$ cat config.mk
export PLATFORM = sky130hd
export DESIGN_NAME = c2d_fifo
export DESIGN_NICKNAME = d
export VERILOG_FILES = /design/src/rtl/c2d_fifo.sv
export SDC_FILE = /design/constraint.sdc
export NUM_CORES = 1
export LEC_CHECK = 0
export BUFFER_PORTS_ARGS = -buffer_cell sky130_fd_sc_hd__buf_2
export CORE_MARGIN = 2
export CORE_UTILIZATION = 51
export CTS_BUF_LIST = sky130_fd_sc_hd__clkbuf_4
export DETAILED_ROUTE_END_ITERATION = 8
export PLACE_DENSITY_LB_ADDON = 0.08
export SYNTH_ARGS = -nofsm -noshare
export SYNTH_HDL_FRONTEND = slang
export SYNTH_SLANG_ARGS = --single-unit
$ cat constraint.sdc
create_clock -name clk -period 1.51 [get_ports clk]
set_input_delay 0.2265 -clock clk [delete_from_list [all_inputs] [get_ports clk]]
set_output_delay 0.2265 -clock clk [all_outputs]
set_load 0.01 [all_outputs]
$ cat src/rtl/c2d_fifo.sv
// ----------------------------------------------------------------------------
// c2d_fifo
// Small register queue; caller checks full and empty.
// ----------------------------------------------------------------------------
module c2d_fifo #(
    parameter int WIDTH = 8,
    parameter int DEPTH = 2
) (
    input  logic                       clk,
    input  logic                       rst_n,
    input  logic                       push,
    input  logic [WIDTH-1:0]           push_data,
    input  logic                       pop,
    output logic [WIDTH-1:0]           pop_data,
    output logic                       empty,
    output logic                       full,
    output logic [$clog2(DEPTH+1)-1:0] count
);
    localparam int PW = (DEPTH > 1) ? $clog2(DEPTH) : 1;
    localparam int CW = $clog2(DEPTH + 1);

    logic [WIDTH-1:0] mem_reg [DEPTH];
    logic [PW-1:0]    wr_ptr_reg, rd_ptr_reg;
    logic [CW-1:0]    count_reg;

    assign pop_data = mem_reg[rd_ptr_reg];
    assign empty    = (count_reg == '0);
    assign full     = (count_reg == CW'(DEPTH));
    assign count    = count_reg;

    // storage
    always_ff @(posedge clk)
    begin
        if (push)
        begin
            mem_reg[wr_ptr_reg] <= push_data;
        end
    end

    // pointers and fill count
    always_ff @(posedge clk or negedge rst_n)
    begin
        if (!rst_n)
        begin
            wr_ptr_reg <= '0;
            rd_ptr_reg <= '0;
            count_reg  <= '0;
        end
        else
        begin
            if (push)
            begin
                wr_ptr_reg <= (wr_ptr_reg == PW'(DEPTH - 1)) ? '0 : wr_ptr_reg + PW'(1);
            end
            if (pop)
            begin
                rd_ptr_reg <= (rd_ptr_reg == PW'(DEPTH - 1)) ? '0 : rd_ptr_reg + PW'(1);
            end
            if (push && !pop)
            begin
                count_reg <= count_reg + CW'(1);
            end
            else if (pop && !push)
            begin
                count_reg <= count_reg - CW'(1);
            end
        end
    end

endmodule

=== Yosys cells after proc, flatten, opt, wreduce, memory -nomap -nowiden ===
Memory sizes are Yosys's and may differ from the RTL's.
Cells that the tools add are included.

* Bits in registers: 4
* Bits in latches: 0
* RAM bits: 16
* Bits in read-only memories: 0
* Output and inout bits: 12
* Logic and storage cells: 21
* Memories: 1

* Add/subtract/negate cells: 4
* $mul: 0
* Div/mod/pow operators: 0
* Order comparisons: 0
* Eq/ne operators: 1
* Shifts and indexed selects: 0
* Multiplexer cells: 6
* Bitwise gates (word level): 0
* Reduce and logical (&&, ||, !) cells: 6

{| class="wikitable"
|+ Memory list
! name !! words !! bits a word !! read ports !! clocked after Yosys merged registers in !! write ports !! line !! text
|-
| mem_reg || 2 || 8 || 1 || 0 || 1 || 22 || <nowiki>logic [WIDTH-1:0] mem_reg [DEPTH];</nowiki>
|}

{| class="wikitable"
|+ Operators with widths
! cell !! count
|-
| 2-to-1 mux 1 bit || 4
|-
| 2-to-1 mux 2 bit || 2
|-
| adder 1 bit (second input constant) || 2
|-
| adder 2 x 1 -> 2 bit (second input constant) || 1
|-
| equality test 2 bit (second input constant) || 1
|-
| logical AND 1 bit || 2
|-
| zero test 1 bit || 2
|-
| zero test 2 bit || 1
|-
| nonzero test 2 bit || 1
|-
| subtractor 2 x 1 -> 2 bit (second input constant) || 1
|}

=== Longest topological paths before layout ===
Gate-level depths: netlist (run 1).

* Word-level depth: 4
* Gate-level depth with buffers: 5

=== Worst setup path before layout (run 1) ===
No wires, ideal clock.

* Path kind: flip-flop to flip-flop
* Start: register wr_ptr_reg
* End: memory mem_reg[0][0] (enable)
* Setup time: 373 ps
* Arrival time: 788 ps
* Data required time: 1137 ps
* Setup slack: 349 ps
* Stages on the path, launching flop included: 2
* Buffers on the path: 0
* Clock period less this slack: 1161 ps
* Cells stage by stage: dfrtp_1 > nor2b_1

{| class="wikitable"
|+ RTL lines
! what !! line !! text
|-
| start: declaration || 23 || <nowiki>logic [PW-1:0] wr_ptr_reg, rd_ptr_reg;</nowiki>
|-
| start signal: assignment || 53 || <nowiki>wr_ptr_reg <= (wr_ptr_reg == PW'(DEPTH - 1)) ? '0 : wr_ptr_reg + PW'(1);</nowiki>
|-
| end: declaration || 22 ||
|}

No word-level cell before the write port.

=== Worst setup path in the final report (run 1) ===
* Start: register rd_ptr_reg
* End: output port pop_data[4]

* Word-level cells in the longest chain between the ends: 1

{| class="wikitable"
|+ RTL lines
! what !! line !! text
|-
| start: declaration || 23 ||
|-
| start signal: assignment || 57 || <nowiki>rd_ptr_reg <= (rd_ptr_reg == PW'(DEPTH - 1)) ? '0 : rd_ptr_reg + PW'(1);</nowiki>
|-
| memory read (2 x 8 bit) || -- ||
|-
| end: declaration || 14 || <nowiki>output logic [WIDTH-1:0] pop_data,</nowiki>
|}

Every way passes these cells.

==> results.py, run 1 <==
metrics = {
    "synthesis": {
        "synth_top_cell_area_share": 0.623,
        "seq_area_frac_synth": 0.753,
        "synth_area_um2": 771,
        "synthDominantAreaCellType": "edfxtp_1",
        "synth_fp_nets": 54,
        "ys_ff_latch": 20,
        "synth.yosys.warnings": 0,
        "postSynthCellCount": 41,
        "yosys.cell_types.count": 12,
        "synth.avg_cell_area_um2": 18.8,
        "netlist_top_cells_area": "edfxtp_1 (62%), dfrtp_1 (13%), mux2_2 (12%), xor2_1 (4.5%), ha_1 (1.6%)",
    },
    "drt": {
        "postRouteWirelength_mm": 1.22,
        "route.antenna.remaining_nets": 0,
        "remaining_drc_errors": 0,
        "routed_len_inst_um": 13.7,
        "detail_route.first_pass.iterations": 2,
        "num_vias": 437,
        "vias_per_cell": 4.91,
        "drt_iter0_markers": 1,
    },
    "placed_design": {
        "finalWeightedCongestion": 0.631,
        "port_buffers": 23,
        "dp_cells": 81,
        "preCtsSetupSlack_ns": 0.197,
        "dp.final_hpwl_um": 886,
    },
    "timing": {
        "rsz0062_at_grt": "yes",
        "slew-limit-headroom": 0.735,
        "post-route-worst-setup-slack_ns": 0.0209,
        "min_period_over_period": 0.986,
        "hold_viol": 0,
        "maxSlewViolCount": 0,
        "tns_ns": 0,
        "fin_worst_skew_ns": 0.00542,
        "worst_slew_pin_slew_ns": 0.397,
        "max_clock_freq_mhz": 672,
        "post-route-min-period_ns": 1.49,
        "report.final.setup_viol": 0,
    },
    "global_route": {
        "grt_antenna_before_repair": 0,
        "grt_pass1_wl_mm": 1.83,
        "global_route.overflow_total": 0,
        "grt_start_max_net_pins": 13,
        "grt_usage": 0.141,
        "number_of_global_route_vias_before_repair": 447,
    },
    "power_and_ir_drop": {
        "power.clock.fraction": 0.212,
        "swShare": 0.274,
        "p_seq_frac": 0.420,
        "post-layout-total-power_mw": 1.99,
        "power.leakage_nw": 0.439,
        "power.net_switching_mw": 0.545,
        "vdd_ir_drop_max_mv": 0.982,
        "p_int_mw": 1.44,
        "power_frac_comb": 0.368,
        "p_per_area_nw_per_um2": 1910,
    },
    "critical_path": {
        "critical_path_arrival_ns": 1.26,
        "critical_path.startpoint_type": "register",
        "crit_fanout": 5,
        "cp-end-kind": "primary output",
        "critical_path_class": "register to primary output",
        "required_ns": 1.28,
    },
    "flow_run": {
        "cap_violations": 0,
    },
    "clock_tree": {
        "worstSkewPairLatency_ns": 0.29,
        "numCtsBuffers": 3,
        "clock_tree.buffer_depth": 2,
        "path_clk_slew_ns": 0.11,
        "clock_sink_count": 20,
        "tritoncts": "yes",
        "cts_root_buffer": "clkbuf_4",
        "ctsHtreeMaxLevel": 1,
    },
    "cells_and_area": {
        "post_synthesis_to_final_layout_area_growth_pct": 35.1,
        "largest_register_ffs": 16,
        "final_layout_size_suffix_gt1_frac": 0.575,
        "layout.nets": 87,
        "stdcell_count": 89,
        "insertedDiodeCount": 0,
    },
    "floorplan": {
        "rows": 14,
        "core_um2": 1450,
        "floorplan.die.width_um": 42.9,
        "effective_utilization_at_floorplan": 0.530,
        "die_area_um2": 1840,
        "ios": 24,
        "die_y_um": 42.9,
    },
    "min_path": {
        "tightest_hold_check_type": "input pin to register",
    },
    "outcome": {
        "outcome": "finished, final reports clean",
    },
}
==> power groups by stage <==
stage	clock, mW	sequential [mW]	combinational [mW]
floorplan	0	0.831	0.360
global placement	0	0.866	0.506
detailed placement	0	0.880	0.520
CTS	0.425	0.827	0.614
global route	0.443	0.847	0.782
finish	0.421	0.834	0.732
==> stage by stage <==
| stage | area (um^2) | hold WS [ns] | utilization |
|---|---|---|---|
| finish | 1040 | 0.115 | 0.716 |
| global placement | 910 | 0.0320 | 0.626 |
| floorplan | 771 | -0.0691 | - |
| detailed placement | 910 | 0.0394 | 0.626 |
| CTS | 988 | 0.111 | 0.680 |
| global route | 1040 | 0.103 | 0.716 |
==> metal layers <==
metal	GRT usage	share of wire	vias up
li1	-	-	213
met4	0.0625	0.0049	0
met1	0.152	0.41	211
met3	0.0298	0.038	2
met5	0	0	-
met2	0.261	0.55	11
==> what timing repair did <==
action / CTS / global route
setup buffers: 2 / 1
hold endpoints to repair: 4 / 0
gates cloned: 0 / 0
hold buffers: 1 / 0
gates resized for setup: 3 / 8
setup endpoints to repair: 8 / 8
==> critical path, stage by stage, from the launching register on <==
cell and delay, ns:
dfrtp_2 0.39, buf_6 0.12, mux2_2 0.34, buf_6 0.12
==> cells by family after synthesis <==
kind of cell,synth area share
DFF,0.753
adders and majority gates,0.0162
xor gates and xnor gates,0.0568
muxes,0.117
and+or+nand+nor,0.0374
buffers and inverters,0.0195
==> Yosys cell counts <==
library cell and number:
edfxtp_1 16, mux2_2 8, dfrtp_1 4, xor2_1 4, nor2_1 2, and2_1 1
and2b_2 1, buf_6 1, ha_1 1, inv_1 1, nor2b_1 1, xnor2_1 1
==> area by class of cell <==
| class | instances | area, um^2 |
|---|---|---|
| Clock buffer | 3 | 22.5 |
| Tap cell | 16 | 20.0 |
| Fill cell | 106 | 413 |
| Multi-Input combinational cell | 19 | 175 |
| Inverter | 1 | 3.75 |
| Sequential cell | 20 | 582 |
| Clock inverter | 1 | 30.0 |
| Timing Repair Buffer | 29 | 208 |
==> final timing paths <==
| path | start | to | slack, ns | depth (start not counted) |
|---|---|---|---|---|
| worst max-delay path | rd_ptr_reg$_DFFE_PN0P_ | pop_data[4] | 0.02 | 3 |
| worst min-delay path | push_data[6] | mem_reg[0][6]$_DFFE_PP_ | 0.11 | 1 |
| worst max register to register | wr_ptr_reg$_DFFE_PN0P_ | mem_reg[1][5]$_DFFE_PP_ | 0.40 | 1 |
| worst min register to register | wr_ptr_reg$_DFFE_PN0P_ | wr_ptr_reg$_DFFE_PN0P_ | 0.50 | 1 |
| max in group asynchronous | rst_n | rd_ptr_reg$_DFFE_PN0P_ | 1.09 | 2 |
| min in group asynchronous | rst_n | count[0]$_DFFE_PN0P_ | 0.28 | 2 |
==> placed cells by master (no fill, tap or decap), drive strengths merged <==
cell type,instances
buf,28
dfrtp,4
inv,1
and2,1
nor2,2
mux2,8
clkbuf,3
and2b,1
edfxtp,16
dlygate4sd3,1
bufinv,1
xnor2,1
nor2b,1
ha,1
xor2,4
Power figures use the tool's default switching activity.
==> run 2: changes to the inputs <==
CORE_UTILIZATION = 46   (was 51)
clock period = 1.2 ns   (was 1.51 ns; I/O delays follow)
==> run 2 against run 1 <==
The run now ends with negative setup slack left. Global-route usage grew 0.34 points. Non-clock buffer count grew 5. Core utilization shrank 1.5 points. Sequential power grew 24%. Via count grew 6.4%. Final area grew 3.8%. Critical path type unchanged. Combinational power grew 57%. Clock skew grew 0.0073 ns. Die area grew 9.8%. Setup slack lost 0.28 ns. Clock-buffer cell count is the same. Worst hold slack lost 0.056 ns.
==> results.py, run 2 (synthesis results as in run 1) <==
metrics = {
    "drt": {
        "routed_len_inst_um": 13.6,
        "postRouteWirelength_mm": 1.28,
        "vias_per_cell": 4.95,
        "remaining_drc_errors": 0,
        "num_vias": 465,
        "drt_iter0_markers": 2,
        "route.antenna.remaining_nets": 0,
        "detail_route.first_pass.iterations": 3,
    },
    "critical_path": {
        "critical_path_class": "register to primary output",
        "path_delay_family": "flip-flops",
        "required_ns": 1.02,
        "worstPathCellList": "buf_6, mux2_2, buf_6",
        "critical-path-top-cell-by-count": "buf_6",
        "cp-end-kind": "primary output",
        "crit_fanout": 5,
        "cp_slowest_stage_delay_ns": 0.39,
        "reg2reg_slack_ns": 0.17,
        "r2r_start": "rd_ptr_reg$_DFFE_PN0P_",
        "timing.critical_path.buf_inv": 2,
        "critical_path_arrival_ns": 1.28,
        "crit-reg2reg-capture": "rd_ptr_reg$_DFFE_PN0P_",
        "worstSetupEndpoint": "pop_data[2]",
        "ff2ff_path_depth": 4,
        "worstSetupPathDepth": 3,
        "worst_setup_path_startpoint": "rd_ptr_reg$_DFFE_PN0P_",
        "critical_path.startpoint_type": "register",
        "timing.critical_path.slowest_stage_cell": "dfrtp_2",
    },
    "floorplan": {
        "die_area_um2": 2020,
        "rows": 14,
        "floorplan.die.width_um": 44.9,
        "effective_utilization_at_floorplan": 0.500,
        "ios": 24,
        "die_y_um": 44.9,
        "core_um2": 1540,
    },
    "timing": {
        "report.final.setup_viol": 9,
        "maxSlewViolCount": 0,
        "max_clock_freq_mhz": 684,
        "post-route-min-period_ns": 1.46,
        "slew-limit-headroom": 0.906,
        "rsz0062_at_grt": "yes",
        "fin_worst_skew_ns": 0.0127,
        "hold_viol": 0,
        "post-route-worst-setup-slack_ns": -0.261,
        "min_period_over_period": 1.22,
        "worst_slew_pin_slew_ns": 0.141,
    },
    "placed_design": {
        "postPlaceCellArea_um2": 925,
        "port_buffers": 23,
        "finalWeightedCongestion": 0.704,
        "dp.final_hpwl_um": 848,
    },
    "flow_run": {
        "cap_violations": 0,
    },
    "global_route": {
        "number_of_global_route_vias_before_repair": 459,
        "global_route.overflow_total": 0,
        "grt_pass1_wl_mm": 1.98,
        "grt_usage": 0.145,
        "grt_antenna_before_repair": 0,
        "grt_start_max_net_pins": 12,
    },
    "power_and_ir_drop": {
        "vdd_ir_drop_max_mv": 1.26,
        "power.leakage_nw": 0.460,
        "p_per_area_nw_per_um2": 2310,
    },
    "clock_tree": {
        "clock_sink_count": 20,
        "path_clk_slew_ns": 0.11,
        "worstSkewPairLatency_ns": 0.30,
        "numCtsBuffers": 3,
        "clock_tree.buffer_depth": 2,
        "cts_root_buffer": "clkbuf_4",
        "tritoncts": "yes",
        "ctsHtreeMaxLevel": 1,
    },
    "cells_and_area": {
        "final_layout_size_suffix_gt1_frac": 0.590,
        "final_area_um2": 1080,
        "layout.cells.most_common": "edfxtp_1",
        "insertedDiodeCount": 0,
        "post_synthesis_to_final_layout_area_growth_pct": 40.3,
        "fillCellCount": 122,
        "layout.nets": 92,
        "core_utilization_of_the_finished_layout": 0.701,
        "layout_common_cells": "edfxtp_1 (16), buf_2 (13), buf_6 (13)",
        "largest_register_ffs": 16,
    },
    "outcome": {
        "outcome": "finished with violations",
        "violations": "negative setup slack",
    },
    "min_path": {
        "tightest_hold_check_type": "input pin to register",
    },
}
-- run 2: cell types whose count changed in the layout (fill, tap and decap cells not counted) --
cell,change
buf_6,+5
clkinv_1,+1
bufinv_16,-1
buf_2,-4
buf_4,+4
-- run 2: through the flow --
| step | setup WS (ns) | hold WS (ns) | total power [mW] | TNS (ns) | instances |
|---|---|---|---|---|---|
| after floorplan | 0.0385 | -0.116 | 1.50 | 0 | 41 |
| after global placement | -0.0305 | -0.00798 | 1.76 | -0.221 | 83 |
| after detailed placement | -0.0339 | -0.00943 | 1.78 | -0.184 | 83 |
| after CTS | -0.265 | 0.0531 | 2.41 | -2.07 | 92 |
| after global routing | -0.308 | 0.0471 | 2.63 | -2.45 | 94 |
| final | -0.261 | 0.0582 | 2.49 | -2.05 | 94 |
-- run 2: cell type report --
| class | instances | area (um^2) | share of cell area |
|---|---|---|---|
| timing repair buffer | 34 | 274 | 0.253 |
| sequential | 20 | 582 | 0.538 |
| tap | 16 | 20.0 | 0.0185 |
| inverter | 1 | 3.75 | 0.00347 |
| multi-input combinational | 19 | 175 | 0.162 |
| clock buffer | 3 | 22.5 | 0.0208 |
| clock inverter | 1 | 3.75 | 0.00347 |
-- run 2: power breakdown --
part,internal (mW),switching [mW]
Clock,0.121,0.199
Sequential,0.945,0.0812
Combinational,0.705,0.442
-- run 2: worst min path at each step --
stage / start / end / slack (ns) / cells after the start
floorplan: rst_n / count[0]$_DFFE_PN0P_ / -0.12 / 0
global placement: rst_n / count[0]$_DFFE_PN0P_ / -0.008 / 1
detailed placement: rst_n / count[0]$_DFFE_PN0P_ / -0.009 / 1
CTS: push_data[1] / mem_reg[0][1]$_DFFE_PP_ / 0.05 / 1
global route: push_data[4] / mem_reg[0][4]$_DFFE_PP_ / 0.05 / 1
finish: push_data[1] / mem_reg[0][1]$_DFFE_PP_ / 0.06 / 1
-- run 2: layer usage --
metal  wire, um  vias up  track usage
met5          0        -            0
met2        700       13        0.269
met1        517      227        0.156
met3         48        2       0.0360
met4         12        0       0.0529
li1           -      223            -
-- run 2: repair_timing --
action	4_1_cts	5_1_grt
setup buffers	4	2
cloned	0	0
pin swaps	0	1
resized for setup	13	2
hold buffers	1	0
endpoints found under the hold margin	4	0
setup endpoints to repair	9	11
